$ cat config.mk
export PLATFORM = sky130hd
export DESIGN_NAME = stbs_search
export DESIGN_NICKNAME = d
export VERILOG_FILES = /design/src/design/stbs_pkg.sv /design/src/design/stbs_search.sv
export SDC_FILE = /design/constraint.sdc
export NUM_CORES = 1
export LEC_CHECK = 0
export ABC_AREA = 1
export BUFFER_PORTS_ARGS = -buffer_cell sky130_fd_sc_hd__buf_4
export CORE_UTILIZATION = 57
export CTS_CLUSTER_SIZE = 24
export DETAILED_ROUTE_END_ITERATION = 16
export GPL_TIMING_DRIVEN = 0
export PLACE_DENSITY = 0.79
export SYNTH_ARGS = -nofsm -noshare
export SYNTH_HDL_FRONTEND = slang
export SYNTH_SLANG_ARGS = --single-unit
$ cat constraint.sdc
create_clock -name clock -period 7.04 [get_ports clock]
set_input_delay 0.704 -clock clock [delete_from_list [all_inputs] [get_ports clock]]
set_output_delay 0.704 -clock clock [all_outputs]
set_load 0.02 [all_outputs]
$ cat src/design/stbs_pkg.sv
// Shared field widths, request codes and control structures for the sorted table bound search.
package stbs_pkg;

   // Widths of the word fields on the request and response channels.
   localparam int TYPE_W  = 2;
   localparam int INDEX_W = 10;
   localparam int DATA_W  = 32;
   localparam int RANGE_W = 11;

   // Request codes carried in req_type.
   localparam logic [TYPE_W-1:0] REQ_WRITE = 2'd0;
   localparam logic [TYPE_W-1:0] REQ_LOWER = 2'd1;
   localparam logic [TYPE_W-1:0] REQ_UPPER = 2'd2;

   // Commands from the front end to the search sequencer.
   typedef struct packed {
      logic start;
      logic upper;
      logic ack;
   } ctrl_type;

   // Status from the search sequencer back to the front end.
   typedef struct packed {
      logic idle;
      logic done;
   } status_type;

endpackage

$ cat src/design/stbs_search.sv
// Binary search sequencer: one halving step per cycle with both next midpoints prefetched.
module stbs_search #(
   parameter int TABLE_DEPTH = 1024
) (
   input  logic                                    clock,
   input  logic                                    reset,
   input  stbs_pkg::ctrl_type                      ctrl,
   input  logic signed [stbs_pkg::DATA_W-1:0]      key,
   input  logic [$clog2(TABLE_DEPTH+1)-1:0]        lo_start,
   input  logic [$clog2(TABLE_DEPTH+1)-1:0]        hi_start,
   output logic [$clog2(TABLE_DEPTH)-1:0]          rd_addr_a,
   output logic [$clog2(TABLE_DEPTH)-1:0]          rd_addr_b,
   input  logic signed [stbs_pkg::DATA_W-1:0]      rd_data_a,
   input  logic signed [stbs_pkg::DATA_W-1:0]      rd_data_b,
   output stbs_pkg::status_type                    status,
   output logic [$clog2(TABLE_DEPTH+1)-1:0]        pos
);

   localparam int POS_W  = $clog2(TABLE_DEPTH + 1);
   localparam int ADDR_W = $clog2(TABLE_DEPTH);

   typedef enum logic [2:0] {
      S_IDLE   = 3'b001,
      S_STEP   = 3'b010,
      S_RESULT = 3'b100
   } state_type;

   state_type                          state_ff, state_in;
   logic [POS_W-1:0]                   lo_ff, lo_in;
   logic [POS_W-1:0]                   hi_ff, hi_in;
   logic signed [stbs_pkg::DATA_W-1:0] key_ff, key_in;
   logic                               upper_ff, upper_in;
   logic                               sel_ff, sel_in;

   logic [POS_W-1:0]                   mid;
   logic [POS_W-1:0]                   mid_left;
   logic [POS_W-1:0]                   mid_right;
   logic [POS_W-1:0]                   mid_start;
   logic signed [stbs_pkg::DATA_W-1:0] entry;
   logic                               go_right;

   // Midpoint of the current range, of both ranges that the next step can leave, and of the start range.
   always_comb begin
      mid       = lo_ff + ((hi_ff - lo_ff) >> 1);
      mid_left  = lo_ff + ((mid - lo_ff) >> 1);
      mid_right = mid + POS_W'(1) + ((hi_ff - mid - POS_W'(1)) >> 1);
      mid_start = lo_start + ((hi_start - lo_start) >> 1);
   end

   // Shared compare: the entry at the midpoint comes from whichever port was aimed at it.
   always_comb begin
      entry    = sel_ff ? rd_data_b : rd_data_a;
      go_right = upper_ff ? (entry <= key_ff) : (entry < key_ff);
   end

   // Sequencer.
   always_comb begin
      state_in  = state_ff;
      lo_in     = lo_ff;
      hi_in     = hi_ff;
      key_in    = key_ff;
      upper_in  = upper_ff;
      sel_in    = sel_ff;
      rd_addr_a = ADDR_W'(mid_left);
      rd_addr_b = ADDR_W'(mid_right);
      unique case (state_ff)
         S_IDLE: begin
            rd_addr_a = ADDR_W'(mid_start);
            if (ctrl.start) begin
               lo_in    = lo_start;
               hi_in    = hi_start;
               key_in   = key;
               upper_in = ctrl.upper;
               sel_in   = 1'b0;
               state_in = S_STEP;
            end
         end
         S_STEP: begin
            if (lo_ff >= hi_ff) begin
               state_in = S_RESULT;
            end else begin
               sel_in = go_right;
               if (go_right) begin
                  lo_in = mid + POS_W'(1);
               end else begin
                  hi_in = mid;
               end
            end
         end
         S_RESULT: begin
            if (ctrl.ack) begin
               state_in = S_IDLE;
            end
         end
         default: begin
            state_in = S_IDLE;
         end
      endcase
   end

   always_ff @(posedge clock) begin
      if (reset) begin
         state_ff <= S_IDLE;
      end else begin
         state_ff <= state_in;
      end
      lo_ff    <= lo_in;
      hi_ff    <= hi_in;
      key_ff   <= key_in;
      upper_ff <= upper_in;
      sel_ff   <= sel_in;
   end

   assign status.idle = (state_ff == S_IDLE);
   assign status.done = (state_ff == S_RESULT);
   assign pos         = lo_ff;

endmodule

* Word level (Yosys, flattened, before mapping) *
Cells that the tools add are included.

cells by class
  $add $sub $neg = 10
  reductions and logical operators = 6
  order comparisons = 3
  muxes and demuxes = 18
  equality and inequality tests = 9

operator list
  cell                     number
  $mux W11                 6
  $pmux W11 S2             2
  $sub A11 B11 Y11         4
  $le A32 B32 Y1           1
  $lt A32 B32 Y1           1
  $mux W32                 1
  $add A10 B10 Y10         3
  $ne A2 B2 Y1 const B     6
  $add A11 B1 Y11 const B  1
  $add A11 B10 Y11         1
  $ge A11 B11 Y1           1
  $sub A11 B1 Y11 const B  1
  $mux W10                 1
  $mux W3                  3
  $pmux W3 S3              1
  $reduce_and A4 Y1        2
  $reduce_and A3 Y1        2
  $eq A3 B1 Y1 const B     1
  $eq A3 B2 Y1 const B     1
  $eq A3 B3 Y1 const B     1
  $mux W1                  3
  $pmux W1 S2              1
  $reduce_and A2 Y1        1
  $reduce_bool A2 Y1       1

word-level totals
  input bits = 123
  bits in registers = 59
  output and inout port bits = 33

* Depth between registers and ports, before layout *
Gate-level depths: netlist of run 1.

  depth in word-level cells = 6
  gate-level depth with buffers = 34
  gate-level depth less buffers = 34

* Least setup slack after synthesis of run 1 *
No wires, ideal clock.

  path kind = register to output
  start point = reg lo_ff[0] (netlist: pos[0])
  end point = out rd_addr_a[9]
  arrival time = 4.985 ns
  slack = 1.351 ns
  buffers on the path = 0
  cell stages (with the launch flop) = 33
  path through = edfxtp_1 > ha_1 > fa_1 > o21ai_0 > nand2_1 > nand2_1 > a21oi_1 > nor2_1 > nor2_1 > nand2_1 > xor2_1 > ha_1 > nand2_1 > inv_1 > a21oi_1 > nand3_1 > nand2_2 > inv_1 > ha_1 > nand2_1 > nor3_1 > nand3_1 > o2111ai_1 > xor2_1 > ha_1 > nand2_1 > nor3_1 > nand2_1 > o211ai_1 > a31oi_1 > nand3_1 > nand2_1 > o21ai_1

between the ends
  word-level cells in the longest chain between the ends = 5

ends and longest elaborated chain
  element                 line                RTL
  from (decl)             stbs_search.sv:29   logic [POS_W-1:0] lo_ff, lo_in;
  from (signal assigned)  stbs_search.sv:107  lo_ff <= lo_in;
  $sub A11 B11 Y11        stbs_search.sv:44   mid = lo_ff + ((hi_ff - lo_ff) >> 1);
  $add A11 B10 Y11        stbs_search.sv:44
  $sub A11 B11 Y11        stbs_search.sv:45   mid_left = lo_ff + ((mid - lo_ff) >> 1);
  $add A10 B10 Y10 *      stbs_search.sv:45
  $mux W10 *              stbs_search.sv:66   unique case (state_ff)
  to (decl)               stbs_search.sv:11   output logic [$clog2(TABLE_DEPTH)-1:0] rd_addr_a,

Every way passes the cells marked *; elsewhere a longest branch is shown, timed or not.

* Final worst setup path of run 1 *
Ends and elaborated chain as after synthesis.

==> reports/results.tsv, run 1 <==
stage	metric	value	unit
status	result of the run	complete, no violations	
final_layout	register area	1740	sq um
floorplanning	I/O pin count	156	
clock_network	CTS root buffer	clkbuf_16	
floorplanning	die area	13600	sq um
worst_setup_path	type of origin of the critical path	register	
sta	setup_tns	0	ns
final_layout	multi-input logic area	5060	sq um
logic_synthesis	number of synthesized register bits	59	
global_routing	first-pass GRT wire length	31400	microns
global_routing	initial antenna violation count	0	
final_layout	Fillers	1050	
final_layout	antenna diode count	0	
logic_synthesis	mean post-synth cell area	7.68	sq um
min_path	Hold EP	state_ff[2]	
clock_network	H-Tree Depth	3	
drt	DRC viols	0	
worst_setup_path	CP Buf/Inv Count	3	
drt	WL final	19900	microns
drt	antenna viol nets, final	0	
logic_synthesis	synth warn	0	
min_path	hold crit path type	input port to register	
clock_network	clock buffer depth	2	
worst_setup_path	worst flop-to-flop path endpoint	hi_ff[7]	
drt	Initial DRC Count	415	
global_routing	largest net degree at the start of global routing	35	
worst_setup_path	Crit Path Category	register to output port	
floorplanning	FP Rows	41	
min_path	hold path startpoint	reset	
clock_network	Worst-Skew Late Latency	0.34	ns
logic_synthesis	top cells by area, synth	edfxtp_1 22%, ha_1 18%, nand2_1 9.1%, inv_1 8.3%, a21oi_1 4.8%	
final_layout	Area Overhead vs Synth	23.9	%
sta	RSZ-0062 raised after global routing	false	
worst_setup_path	arrival time worst endpoint	5.78	ns
logic_synthesis	cells after synthesis	973	
worst_setup_path	reg2reg path depth	13	
final_layout	share of cells above drive strength 1	23.6	%
sta	Final Hold Fails	0	
global_routing	total global-route track usage	30.1	%
drt	drt pass-1 iters	5	
worst_setup_path	critical path endpoint category	output port	
sta	period utilisation layout	92.1	%
clock_network	clock slew at reported path FFs	0.06	ns
drt	post-DR vias/cell	5.45	
worst_setup_path	R2R setup slack	2.87	ns
clock_network	number of buffers created by CTS	9	
floorplanning	Core Area	12700	sq um
clock_network	Clock Sinks	59	
floorplanning	Initial Util	58.8	%
worst_setup_path	Worst setup startpoint	pos[0]	
final_layout	most frequent cells in the layout	182 x nand2_1, 166 x inv_1, 164 x buf_4, 108 x ha_1, 72 x a21oi_1	
worst_setup_path	Max stage delay cell, worst path	edfxtp_1	
clock_network	TritonCTS clock tree	yes	
global_routing	vias in the first global route	6739	
placed_design	port bufs	155	
worst_setup_path	Top Family by Delay on Critical Path	adder cells	
logic_synthesis	post-synth top area cell	edfxtp_1	
worst_setup_path	critical path peak fanout	5	
job	maxcap violations	0	
worst_setup_path	Req. time, crit path	6.34	ns
final_layout	most common cell after layout, fill and taps aside	nand2_1	
sta	min cycle time layout	6.48	ns
logic_synthesis	Post-Syn Area	7480	sq um
logic_synthesis	Yosys top cell area share	22.5	%
sta	Slew Viols, Final	0	
min_path	hold depth	2	
sta	Max Clk Rate	154	MHz
global_routing	GR Overflow Total	0	
final_layout	final net count	1388	
drt	post-DR wirelength/cell	15.0	microns
sta	Setup violations, final	0	
logic_synthesis	post-synthesis cell type count	45	
drt	DR vias	7224	
worst_setup_path	RR Startpoint	sel_ff	
sta	Slew @ Worst Pin	1.07	ns
worst_setup_path	Worst path max stage delay	0.47	ns
logic_synthesis	syn nets	1213	
clock_network	# hold bufs at CTS	0	
floorplanning	Die Y	117	microns
worst_setup_path	crit-path most repeated cell	nand2_1	
placed_design	gp weighted congestion	0.926	
logic_synthesis	sequential area share after synthesis	23.3	%
sta	relative slew slack	28.5	%
floorplanning	die width	117	microns
sta	skew final	0.00827	ns
placed_design	Post-DP HPWL	16600	microns
==> synthesized netlist by cell type (all sizes together) <==
cell and number:
a211oi 4, a21o 7, a21oi 74, a221oi 1, a22oi 1, a31oi 7, buf 1, clkbuf 10
dfxtp 3, edfxtp 56, fa 8, ha 109, inv 172, mux2 31, mux2i 1, nand2 206
nand3 69, nand4 9, nor2 54, nor3 14, nor4 2, nor4b 1, o2111ai 4, o211ai 2
o21ai 62, o21bai 5, o22ai 2, o31ai 3, or2 2, xnor2 16, xor2 37
==> what timing repair did <==
item                                    4_1_cts  5_1_grt
endpoints found under the setup margin        0        1
resized for setup                             0        3
buffers inserted                              0        9
==> registers in the layout, summed over array words and instances, names as in the netlist <==
register / flops
pos: 11
key_ff: 32
hi_ff: 11
state_ff: 3
sel_ff: 1
upper_ff: 1
==> stage by stage <==
step           instances  hold WS [ns]  utilization [%]  setup slack, ns  area [sq um]
2_1_floorplan        973         0.554                -             1.35          7480
3_3_place_gp        1300         0.588             69.6            0.819          8850
3_5_place_dp        1300         0.610             69.7            0.779          8860
4_1_cts             1316         0.535             72.2            0.388          9180
5_1_grt             1325         0.528             72.8           0.0540          9270
6_report            1325         0.536             72.8            0.560          9270
==> worst max-delay path by stage <==
stage,end,slack [ns],depth (start not counted)
after floorplan,rd_addr_a[9],1.35,32
after global placement,rd_addr_a[9],0.82,33
after detailed placement,rd_addr_a[9],0.78,33
after CTS,rd_addr_a[9],0.39,33
after global routing,rd_addr_a[9],0.05,33
final,rd_addr_a[9],0.56,33
==> logic make-up after synthesis <==
family                     count (synthesis)  share of synthesized area [%]
DFF                                       59                           23.3
adders and majority gates                117                           20.4
muxes                                     32                           4.80
buffers and inverters                    183                           9.29
xor gates and xnor gates                  53                           6.71
and+or+nand+nor                          357                           22.7
AOI/OAI and AO/OA                        172                           12.8
==> routing by layer <==
| metal | wire [microns] | global-route usage, % | share of wire [%] | vias to the layer above |
|---|---|---|---|---|
| met5 | 0 | 0 | 0 | - |
| met4 | 528 | 10.1 | 2.6 | 0 |
| met3 | 1490 | 6.02 | 7.5 | 46 |
| met2 | 9480 | 52.8 | 48 | 265 |
| met1 | 8430 | 36.8 | 42 | 3287 |
| li1 | - | - | - | 3626 |
==> layout make-up <==
cell class              count  share of cell area [%]
plain buffers              11                   0.527
clock buffers              10                    2.47
clock inverters             6                   0.959
inverters                 172                    6.97
multi-input cells         731                    54.7
flip-flops and latches     59                    18.8
well taps                 172                    2.32
repair buffers            164                    13.3
Power of run 1 is left out: the tool's default activity adds up to more than one toggle a clock period on the data nets, which glitch-free logic cannot reach.
==> inputs of run 2 (changes only) <==
Settings changed: MAX_ROUTING_LAYER set to met4, PLACE_DENSITY 0.79 to 0.8.
==> reports/results.tsv, run 2 (synthesis gave the netlist of run 1 again) <==
stage	metric	value	unit	change
clock_network	CTS root buffer	clkbuf_16		
clock_network	Worst-Skew Late Latency	0.34	ns	about the same
sta	Setup violations, final	0		unchanged
sta	relative slew slack	25.8	%	-2.7 points
drt	post-DR wirelength/cell	15.3	microns	+2.0%
clock_network	clock slew at reported path FFs	0.06	ns	about the same
drt	DRC viols	0		unchanged
clock_network	TritonCTS clock tree	yes		
worst_setup_path	critical path peak fanout	5		unchanged
floorplanning	Initial Util	58.8	%	unchanged
min_path	Hold EP	key_ff[14]		
floorplanning	I/O pin count	156		unchanged
floorplanning	FP Rows	41		unchanged
sta	skew final	0.00909	ns	+0.000814 ns
final_layout	most common cell after layout, fill and taps aside	nand2_1		
clock_network	H-Tree Depth	3		unchanged
worst_setup_path	arrival time worst endpoint	5.93	ns	+0.15 ns
placed_design	Post-DP HPWL	16900	microns	+1.9%
sta	setup_tns	0	ns	unchanged
sta	Slew Viols, Final	0		unchanged
status	result of the run	complete, no violations		
final_layout	number of flip-flops in the largest register	32		unchanged
sta	RSZ-0062 raised after global routing	false		
floorplanning	Core Area	12700	sq um	unchanged
worst_setup_path	Crit Path Category	register to output port		
final_layout	Fillers	1046		-0.38%
worst_setup_path	crit-path most repeated cell	nand2_1		
sta	final hold slack	0.541	ns	+0.00479 ns
sta	min cycle time layout	6.63	ns	+0.152 ns
drt	DR vias	7279		+0.76%
worst_setup_path	R2R setup slack	2.80	ns	-0.07 ns
global_routing	total global-route track usage	31.0	%	+0.83 points
global_routing	vias in the first global route	6664		-1.1%
min_path	hold crit path type	input port to register		
sta	period utilisation layout	94.2	%	+2.2 points
floorplanning	Die Y	117	microns	unchanged
worst_setup_path	Worst path max stage delay	0.49	ns	+0.02 ns
worst_setup_path	Req. time, crit path	6.34	ns	about the same
drt	WL final	20300	microns	+1.8%
global_routing	largest net degree at the start of global routing	35		unchanged
clock_network	number of buffers created by CTS	9		unchanged
final_layout	final net count	1386		-0.14%
global_routing	GR Overflow Total	0		unchanged
sta	Final Hold Fails	0		unchanged
global_routing	initial antenna violation count	0		unchanged
drt	post-DR vias/cell	5.50		+0.91%
floorplanning	die width	117	microns	unchanged
final_layout	Biggest register	key_ff		
drt	antenna viol nets, final	0		unchanged
job	maxcap violations	0		unchanged
clock_network	# hold bufs at CTS	0		unchanged
final_layout	Area Overhead vs Synth	23.8	%	about the same
global_routing	first-pass GRT wire length	31300	microns	-0.50%
placed_design	gp weighted congestion	0.949		+2.5%
sta	Max Clk Rate	151	MHz	-2.3%
worst_setup_path	worst flop-to-flop path endpoint	hi_ff[7]		
final_layout	share of cells above drive strength 1	23.3	%	-0.31 points
min_path	hold path startpoint	key[14]		
worst_setup_path	type of origin of the critical path	register		
placed_design	port bufs	155		unchanged
sta	Slew @ Worst Pin	1.11	ns	+0.0402 ns
worst_setup_path	Max stage delay cell, worst path	edfxtp_1		
clock_network	Clock Sinks	59		unchanged
final_layout	most frequent cells in the layout	182 x nand2_1, 166 x inv_1, 162 x buf_4, 109 x ha_1, 72 x a21oi_1		
worst_setup_path	critical path endpoint category	output port		
drt	drt pass-1 iters	5		unchanged
final_layout	antenna diode count	0		unchanged
worst_setup_path	reg2reg path depth	13		unchanged
min_path	hold depth	1		-1
worst_setup_path	RR Startpoint	sel_ff		
clock_network	clock buffer depth	2		unchanged
drt	Initial DRC Count	371		-11%
floorplanning	die area	13600	sq um	unchanged
[run 2: changes by cell type in the layout (fill, tap and decap cells not counted)]
cell | previous run | this run
clkinvlp_4 | 2 | 0
ha_4 | 1 | 0
nor3_2 | 3 | 2
nor3_1 | 10 | 11
ha_1 | 108 | 109
buf_4 | 164 | 162
clkinv_4 | 0 | 1
bufinv_16 | 2 | 3
[run 2: timing repair]
item                       in CTS  in global routing
buffers inserted                0                  7
gates resized for setup         0                  1
setup endpoints to repair       0                  2
[run 2: layout make-up]
cell class	instances	area [sq um]	share of cell area, %
inverter	172	646	6.97
sequential	59	1740	18.8
clock buffer	10	229	2.47
buffer	11	48.8	0.527
multi-input combinational	731	5050	54.5
timing repair buffer	162	1220	13.1
tap	172	215	2.32
clock inverter	6	113	1.22
[run 2: worst max-delay path by stage]
stage                     startpoint            to  slack, ns  depth (start not counted)
after global placement        pos[0]  rd_addr_a[9]       0.86                         33
after global routing          pos[0]  rd_addr_a[9]    0.00009                         33
final                         pos[0]  rd_addr_a[9]       0.41                         33
after CTS                     pos[0]  rd_addr_a[9]       0.34                         33
after floorplan               pos[0]  rd_addr_a[9]       1.35                         32
after detailed placement      pos[0]  rd_addr_a[9]       0.79                         33
[run 2: critical path: cells and delay by family, from the launching register on]
family	cells	cell delay (ns)
DFF	1	0.49
AOI/OAI and AO/OA	7	0.96
xor gates and xnor gates	2	0.25
adders and majority gates	5	1.77
buffers and inverters	3	0.39
and+or+nand+nor	16	1.70
[run 2: layer usage]
metal,vias to the layer above,wire length (microns),global-route usage (%),share of wire [%]
met5,-,0,-,0
met2,303,9760,53.8,48
met4,0,597,9.74,2.9
met1,3304,8440,36.3,42
li1,3613,-,-,-
met3,59,1500,5.35,7.4
[run 2: stage by stage]
stage | worst slack (ns) | util [%] | instance area (sq um) | instances
finish | 0.408 | 72.8 | 9260 | 1323
global route | 0.0000910 | 72.8 | 9260 | 1323
CTS | 0.343 | 72.3 | 9200 | 1316
detailed placement | 0.793 | 69.7 | 8860 | 1300
global placement | 0.862 | 69.6 | 8850 | 1300
floorplan | 1.35 | - | 7480 | 973
Power of run 2 is left out for the same reason.
